$ cat src/design/gasp_pkg.sv
// Shared types, codes and helper functions of the grid path search unit.
package gasp_pkg;

   localparam int ROW_W   = 5;
   localparam int COL_W   = 5;
   localparam int CELL_W  = ROW_W + COL_W;
   localparam int DIM_W   = 6;
   localparam int COST_W  = 11;
   localparam int CNT_W   = 11;
   localparam int F_W     = 11;
   localparam int H_W     = 6;
   localparam int DIR_W   = 3;
   localparam int CELLS   = 1 << CELL_W;
   localparam int OPEN_W  = CELL_W + F_W;
   localparam int PATH_W  = CELL_W + DIR_W;

   localparam logic [DIM_W-1:0]  DIM_MAX  = 6'd32;
   localparam logic [COST_W-1:0] COST_INF = 11'h7FF;

   localparam logic [1:0] KIND_OPEN = 2'd0;
   localparam logic [1:0] KIND_OBST = 2'd1;
   localparam logic [1:0] KIND_GOAL = 2'd2;
   localparam logic [1:0] KIND_RSVD = 2'd3;

   localparam logic [DIR_W-1:0] DIR_UP    = 3'd0;
   localparam logic [DIR_W-1:0] DIR_RIGHT = 3'd1;
   localparam logic [DIR_W-1:0] DIR_DOWN  = 3'd2;
   localparam logic [DIR_W-1:0] DIR_LEFT  = 3'd3;
   localparam logic [DIR_W-1:0] DIR_NONE  = 3'd4;

   localparam logic [2:0] REG_ROWS      = 3'd0;
   localparam logic [2:0] REG_COLS      = 3'd1;
   localparam logic [2:0] REG_MODE      = 3'd2;
   localparam logic [2:0] REG_START_ROW = 3'd3;
   localparam logic [2:0] REG_START_COL = 3'd4;
   localparam logic [2:0] REG_GOAL_ROW  = 3'd5;
   localparam logic [2:0] REG_GOAL_COL  = 3'd6;

   typedef enum logic [1:0] {
      ACT_LOAD   = 2'd0,
      ACT_SEARCH = 2'd1,
      ACT_STEP   = 2'd2,
      ACT_NONE   = 2'd3
   } action_type;

   typedef enum logic [1:0] {
      ST_LOADED = 2'd0,
      ST_FOUND  = 2'd1,
      ST_NOPATH = 2'd2,
      ST_BEYOND = 2'd3
   } status_type;

   typedef enum logic [4:0] {
      S_IDLE,
      S_STEP_RSP,
      S_CLEAR,
      S_START,
      S_POP,
      S_SCAN_RD,
      S_SCAN_CMP,
      S_SHIFT_CHK,
      S_SHIFT_RD,
      S_SHIFT_WR,
      S_POP_DONE,
      S_CLOSE,
      S_NB_ISSUE,
      S_NB_EVAL,
      S_TRACE_INIT,
      S_TRACE_CHK,
      S_TRACE_RD,
      S_TRACE_PAR,
      S_TRACE_END,
      S_FAIL
   } state_type;

   typedef enum logic [4:0] {
      OP_NONE,
      OP_LOAD,
      OP_STEP_RD,
      OP_STEP_RSP,
      OP_INIT,
      OP_CLEAR,
      OP_START,
      OP_SCAN_INIT,
      OP_SCAN_RD,
      OP_SCAN_CMP,
      OP_SHIFT_RD,
      OP_SHIFT_WR,
      OP_POP_DONE,
      OP_CLOSE,
      OP_NB_ISSUE,
      OP_NB_EVAL,
      OP_TRACE_INIT,
      OP_TRACE_RD,
      OP_TRACE_PAR,
      OP_TRACE_END,
      OP_FAIL
   } op_type;

   typedef struct packed {
      logic count_zero;
      logic clear_done;
      logic start_oob;
      logic scan_last;
      logic shift_more;
      logic is_goal;
      logic nb_in;
      logic dir_last;
      logic at_start;
      logic trace_full;
      logic par_ok;
   } dp_status_type;

   function automatic logic [DIM_W-1:0] clamp_dim(input logic [DIM_W-1:0] v);
      logic [DIM_W-1:0] r;
      r = v;
      if (v == '0) begin
         r = 6'd1;
      end else if (v > DIM_MAX) begin
         r = DIM_MAX;
      end
      return r;
   endfunction

   function automatic logic [H_W-1:0] manhattan(input logic [ROW_W-1:0] r,
                                               input logic [COL_W-1:0] c,
                                               input logic [ROW_W-1:0] gr,
                                               input logic [COL_W-1:0] gc);
      logic [ROW_W-1:0] dr;
      logic [COL_W-1:0] dc;
      dr = (r >= gr) ? (r - gr) : (gr - r);
      dc = (c >= gc) ? (c - gc) : (gc - c);
      return {1'b0, dr} + {1'b0, dc};
   endfunction

endpackage

$ cat src/design/gasp_ctrl.sv
// Sequencer of the path search unit: decides one datapath operation per cycle.
module gasp_ctrl import gasp_pkg::*; (
   input  logic          clock,
   input  logic          reset,
   input  logic          req_valid,
   input  logic [1:0]    req_action,
   input  logic          rsp_hold,
   input  dp_status_type status,
   output op_type        op,
   output logic          req_stall
);

   state_type state_ff, state_in;
   logic      accept;

   assign accept = (state_ff == S_IDLE) && req_valid && !rsp_hold;

   always_comb begin
      state_in = state_ff;
      unique case (state_ff)
         S_IDLE: begin
            if (accept) begin
               unique case (action_type'(req_action))
                  ACT_SEARCH: state_in = S_CLEAR;
                  ACT_STEP:   state_in = S_STEP_RSP;
                  ACT_LOAD:   state_in = S_IDLE;
                  ACT_NONE:   state_in = S_IDLE;
               endcase
            end
         end
         S_STEP_RSP:  state_in = S_IDLE;
         S_CLEAR: begin
            if (status.clear_done) begin
               state_in = status.start_oob ? S_FAIL : S_START;
            end
         end
         S_START:     state_in = S_POP;
         S_POP:       state_in = status.count_zero ? S_FAIL : S_SCAN_RD;
         S_SCAN_RD:   state_in = S_SCAN_CMP;
         S_SCAN_CMP:  state_in = status.scan_last ? S_SHIFT_CHK : S_SCAN_RD;
         S_SHIFT_CHK: state_in = status.shift_more ? S_SHIFT_RD : S_POP_DONE;
         S_SHIFT_RD:  state_in = S_SHIFT_WR;
         S_SHIFT_WR:  state_in = S_SHIFT_CHK;
         S_POP_DONE:  state_in = S_CLOSE;
         S_CLOSE:     state_in = status.is_goal ? S_TRACE_INIT : S_NB_ISSUE;
         S_NB_ISSUE: begin
            if (status.nb_in) begin
               state_in = S_NB_EVAL;
            end else begin
               state_in = status.dir_last ? S_POP : S_NB_ISSUE;
            end
         end
         S_NB_EVAL:   state_in = status.dir_last ? S_POP : S_NB_ISSUE;
         S_TRACE_INIT: state_in = S_TRACE_CHK;
         S_TRACE_CHK: begin
            priority if (status.at_start) begin
               state_in = S_TRACE_END;
            end else if (status.trace_full) begin
               state_in = S_FAIL;
            end else begin
               state_in = S_TRACE_RD;
            end
         end
         S_TRACE_RD:  state_in = S_TRACE_PAR;
         S_TRACE_PAR: state_in = status.par_ok ? S_TRACE_CHK : S_FAIL;
         S_TRACE_END: state_in = S_IDLE;
         S_FAIL:      state_in = S_IDLE;
         default:     state_in = S_IDLE;
      endcase
   end

   always_comb begin
      op        = OP_NONE;
      req_stall = 1'b1;
      unique case (state_ff)
         S_IDLE: begin
            req_stall = rsp_hold;
            if (accept) begin
               unique case (action_type'(req_action))
                  ACT_LOAD:   op = OP_LOAD;
                  ACT_SEARCH: op = OP_INIT;
                  ACT_STEP:   op = OP_STEP_RD;
                  ACT_NONE:   op = OP_NONE;
               endcase
            end
         end
         S_STEP_RSP:   op = OP_STEP_RSP;
         S_CLEAR:      op = OP_CLEAR;
         S_START:      op = OP_START;
         S_POP:        op = OP_SCAN_INIT;
         S_SCAN_RD:    op = OP_SCAN_RD;
         S_SCAN_CMP:   op = OP_SCAN_CMP;
         S_SHIFT_CHK:  op = OP_NONE;
         S_SHIFT_RD:   op = OP_SHIFT_RD;
         S_SHIFT_WR:   op = OP_SHIFT_WR;
         S_POP_DONE:   op = OP_POP_DONE;
         S_CLOSE:      op = OP_CLOSE;
         S_NB_ISSUE:   op = OP_NB_ISSUE;
         S_NB_EVAL:    op = OP_NB_EVAL;
         S_TRACE_INIT: op = OP_TRACE_INIT;
         S_TRACE_CHK:  op = OP_NONE;
         S_TRACE_RD:   op = OP_TRACE_RD;
         S_TRACE_PAR:  op = OP_TRACE_PAR;
         S_TRACE_END:  op = OP_TRACE_END;
         S_FAIL:       op = OP_FAIL;
         default:      op = OP_NONE;
      endcase
   end

   always_ff @(posedge clock) begin
      if (reset) begin
         state_ff <= S_IDLE;
      end else begin
         state_ff <= state_in;
      end
   end

endmodule

$ cat config.mk
export PLATFORM = sky130hd
export DESIGN_NAME = gasp_ctrl
export DESIGN_NICKNAME = d
export VERILOG_FILES = /design/src/design/gasp_pkg.sv /design/src/design/gasp_ctrl.sv
export SDC_FILE = /design/constraint.sdc
export NUM_CORES = 1
export LEC_CHECK = 0
export ABC_AREA = 1
export BUFFER_PORTS_ARGS = -buffer_cell sky130_fd_sc_hd__buf_2
export CAP_MARGIN = 20
export CORE_MARGIN = 4
export CORE_UTILIZATION = 40
export DETAILED_ROUTE_END_ITERATION = 6
export PLACE_DENSITY = 0.68
export SYNTH_ARGS = -nofsm -noshare
export SYNTH_HDL_FRONTEND = slang
export SYNTH_SLANG_ARGS = --single-unit
$ cat constraint.sdc
create_clock -name clock -period 1.57 [get_ports clock]
set_clock_uncertainty 0.1 [all_clocks]
set_input_delay 0.0785 -clock clock [delete_from_list [all_inputs] [get_ports clock]]
set_output_delay 0.0785 -clock clock [all_outputs]
set_load 0.01 [all_outputs]
# Word level (Yosys, flattened, before mapping)
# Cells that the tools add are included.
[totals]
output_inout_bits = 6
register_bits = 5
inputBits = 17
[op_classes]
n_eq_ne = 24
reduce_logical = 7
muxes = 18
[ops]
columns = ["op", "n"]
rows = [
  ["$pmux 5 s18", 1],
  ["$pmux 5 s17", 1],
  ["$eq 5x4->1 const B", 8],
  ["$mux 5", 6],
  ["$eq 5x3->1 const B", 4],
  ["$eq 5x5->1 const B", 4],
  ["$pmux 5 s4", 1],
  ["$pmux 5 s3", 1],
  ["$eq 5x2->1 const B", 2],
  ["$mux 2", 5],
  ["$mux 4", 2],
  ["$eq 5x1->1 const B", 1],
  ["$logic_not 5->1", 1],
  ["$eq 2x2->1 const B", 2],
  ["$ne 2x2->1 const B", 2],
  ["$eq 2x1->1 const B", 1],
  ["$logic_and 1x1->1", 2],
  ["$logic_not 2->1", 1],
  ["$reduce_and 2->1", 1],
  ["$reduce_or 2->1", 1],
  ["$logic_not 1->1", 1],
  ["$mux 1", 1],
]

# Longest topological paths before layout
[depth]
depth_word = 5
ltp_mapped = 10
mapped_depth_nobuf = 9

# Worst setup path after synthesis
# OpenSTA, ideal clock, no wires.
[synth_timing]
kind = "register -> output"
start = "register state_ff[4]"
end = "output op[0]"
path_stages_with_launch = 7
path_slack_ps = 167
t_arrival_ps = 1224
path_cell_list = "dfxtp_1 -> buf_2 -> inv_1 -> nand2_2 -> nor2_8 -> nand3_4 -> o311ai_1"
[synth_via]
elab_chain_cells = 5
elab_cells_between_ends = 22
[synth_lines]
columns = ["item", "line_no", "source"]
rows = [
  ["start, declared", "gasp_ctrl.sv:13", "state_type state_ff, state_in;"],
  ["start signal, assigned", "gasp_ctrl.sv:114", "state_ff <= state_in;"],
  ["$logic_not 5->1", "gasp_ctrl.sv:16, gasp_ctrl.sv:75", ""],
  ["$logic_and 1x1->1 (2 in a row)", "gasp_ctrl.sv:16", "assign accept = (state_ff == S_IDLE) && req_valid && !rsp_hold;"],
  ["$mux 5", "gasp_ctrl.sv:78", "if (accept) begin"],
  ["$pmux 5 s18 (*)", "gasp_ctrl.sv:75", "unique case (state_ff)"],
  ["end, declared", "gasp_ctrl.sv:9", "output op_type op,"],
]
# Every way passes the cells marked *; elsewhere a longest branch is shown, timed or not.

# Final worst setup path
[layout_timing]
start = "register state_ff[2]"
end = "output op[2]"
# Same word-level chain as after synthesis.

==> reports/metrics.csv <==
stage,metric,value,unit
route,antenna_left,0,
place,io_buffers,22,
layout,final_util,0.706,
timing,hold_viol,0,
worst_setup_path,worstPathCellList,nor2_4 > buf_4 > nand2_2 > nand2_2 > nor2_1 > o211ai_1 > buf_2,
layout,largest_reg_flops,5,
global_routing,antenna_found_initial,0,
synth,synth_top_family_by_area,simple AND/OR/NAND/NOR gates,
place,dpl_cell_area,840,µm²
timing,fin_crit_sh,1.09,
die,dieArea,2410,µm²
place,gp_congestion,0.940,
layout,fin_nets,182,
cts,clockBufferDepth,2,
synth,netlist_top_cells_area,"nand2_1 18%, dfxtp_1 15%, nor2_1 14%, nand3_1 8.9%, inv_1 6.7%",
place,dpl_worst_slack,0.0136,ns
timing,slew_headroom,0.797,
timing,final_max_slew_viol_count,0,
power_and_ir_drop,p_sw_frac,0.371,
synth,synth_xor_area_frac,0,
layout,drive_gt1_frac,0.518,
run_status,status,finished with violations,
global_routing,grt_max_degree,8,
route,dr_wl_met2,1360,µm
synth,synthMuxAreaShare,0,
timing,finalSetupTns,-0.551,ns
worst_setup_path,cp_slowest_cell,dfxtp_4,
synth,synth-simple-area-share,0.582,
worst_setup_path,cp.required,1.39,ns
synth,synthArstFlopShare,0,
layout,finalNonFillerCells,180,
worst_setup_path,start_kind,flip-flop,
place,dp_hpwl,1810,µm
synth,synth_nets,139,
power_and_ir_drop,pwr-share-seq,0.268,
layout,regMostFlops,state_ff,
synth,synth_most_common_cell,nand2_1,
timing,fmax,586,MHz
synth,synth_top_cells_by_count,"32 x nand2_1, 25 x nor2_1, 12 x inv_1, 12 x nand3_1, 5 x dfxtp_1",
synth,synth-seq-cells,5,
worst_setup_path,cpPeakStageDelay,0.37,ns
global_routing,grt_pass1_vias,949,
layout,num_antenna_cells,0,
die,ioPinCount,23,
synth,synth_fa_ha_area_frac,0,
power_and_ir_drop,pwr_density_cell,444,nW/µm²
place,dp.cells,164,
job,cap_violations,0,
layout,reg_top3,state_ff (5),
cts,cts_root_buf,clkbuf_4,
global_routing,grtUsageTotal,0.202,
cts,htreeDepth,1,
timing,fin_ws,-0.138,ns
route,drt_wl_total,3030,µm
worst_setup_path,critPathCaptureType,primary output,
synth,synth_seq_area_share,0.148,
power_and_ir_drop,leakage,0.541,nW
synth,synthDistinctLibCells,27,
synth,synth_top_area_share,0.177,
run_status,failed_checks,setup timing,
die,die_width,49.1,µm
power_and_ir_drop,p_sw,0.181,mW
power_and_ir_drop,p_clk_frac,0.346,
cts,cts.clk_slew.worst_paths,0.05,ns
die,start_util,0.434,
power_and_ir_drop,p_int,0.307,mW
cts,cts_tree,built,
power_and_ir_drop,vdd_ir_drop_max,0.000264,V
worst_setup_path,worst_path_most_repeated_cell,nand2_2,
timing,period_needed,1.71,ns
timing,setup_viol,8,
route,dr.pass1.iters,4,
synth,syn_area_per_cell,5.55,µm²
cts,cts_made_buffers,3,
die,coreArea,1560,µm²
timing,worst_pin_slew,0.304,ns
synth,yosysWarningCount,0,
layout,design_area,1100,µm²
route,routed_via_density,6.08,
route,drt_iter0_markers,69,
global_routing,overflow,0,
global_routing,grt_first_pass_wirelength,3850,µm
synth,synth_cells,122,
cts,cts_sinks,5,
route,drc_errors,0,
synth,synth_area,677,µm²
die,num_rows,14,
synth,synth_edf_count,0,
timing,rsz0062_at_grt,true,
worst_setup_path,path_class,flip-flop to primary output,
synth,yosys.area.top_type,nand2_1,
route,wl_met3,256,µm
layout,areaGrowthSynthToFinish,62.7,%
route,vias,1094,
power_and_ir_drop,p_comb_frac,0.386,
route,highest_layer,met4,
cts,clkLatencyLatePin,0.26,ns
synth,synth-compound-area-share,0.185,
hold_path,hold_class,input port to flip-flop,
synth,synth_flop_cell,dfxtp_1,
route,wl_per_cell,16.8,µm
worst_setup_path,crit_path_max_fanout,4,
worst_setup_path,worstPathArrival,1.53,ns
die,die_h,49.1,µm
route,wl_met1,1230,µm
## cell families (layout without fill, tap and decap cells)
| group | after synthesis | in the layout |
|---|---|---|
| AO/OA/AOI/OAI | 19 | 19 |
| buffers and inverters | 15 | 57 |
| flip-flops | 5 | 5 |
| AND/OR/NAND/NOR | 83 | 83 |
## area by class of cell
class                           instances  area (µm²)
Inverter                               14        57.6
Multi-Input combinational cell        102         638
Timing Repair Buffer                   39         240
Tap cell                               16        20.0
Fill cell                             118         458
Clock buffer                            4        26.3
Sequential cell                         5         119
## power by group through the flow
| stage | clock [mW] | combinational [mW] | sequential [mW] |
|---|---|---|---|
| after floorplan | 0 | 0.0784 | 0.136 |
| after global placement | 0 | 0.134 | 0.136 |
| after detailed placement | 0 | 0.135 | 0.137 |
| after CTS | 0.162 | 0.155 | 0.136 |
| after global routing | 0.179 | 0.200 | 0.131 |
| final | 0.169 | 0.189 | 0.131 |
## layout by cell type, fill, tap and decap left out, types with 3 or more instances in the layout
cell type and n:
nand2_1 22, buf_2 22, nor2_1 18, buf_4 16, nand3_1 11, nand2_2 10
nor2_4 7, inv_1 7, inv_2 5, dfxtp_4 5, nor2_2 4, o21ai_0 4
nor3_1 3, a21oi_1 3, clkbuf_4 3
## through the flow
step / power (mW) / hold WS [ns]
3_3_place_gp: 0.271 / 0.215
6_report: 0.489 / 0.0127
2_1_floorplan: 0.214 / 0.0409
3_5_place_dp: 0.272 / 0.224
4_1_cts: 0.453 / 0.0143
5_1_grt: 0.510 / 0.0334
## layer usage
layer,global-route usage,vias to the layer above
li1,-,490
met1,0.230,487
met2,0.355,91
met3,0.0245,26
met4,0.118,0
met5,0,-
## what timing repair did
action	in CTS	in global routing
cloned	0	0
hold buffers	1	0
resized for setup	20	27
pin swaps	4	9
hold endpoints to repair	5	0
setup buffers	4	7
setup endpoints to repair	5	9
## worst max-delay path, delay by kind of cell, from the launching register on
family / cells / cell delay (ns)
simple gates: 4 / 0.46
flops: 1 / 0.37
buf+inv: 2 / 0.34
compound gates: 1 / 0.09
## final timing paths
| kind | start | to | slack (ns) | depth (start not counted) |
|---|---|---|---|---|
| setup reg to reg | state_ff[2]$_SDFFE_PP0P_ | state_ff[2]$_SDFFE_PP0P_ | -0.06 | 6 |
| hold / removal | status[3] | state_ff[3]$_SDFFE_PP0P_ | 0.01 | 4 |
| hold reg to reg | state_ff[4]$_SDFFE_PP0P_ | state_ff[3]$_SDFFE_PP0P_ | 0.73 | 5 |
| setup / recovery | state_ff[2]$_SDFFE_PP0P_ | op[2] | -0.14 | 7 |
(Power assumes the default switching activity.)
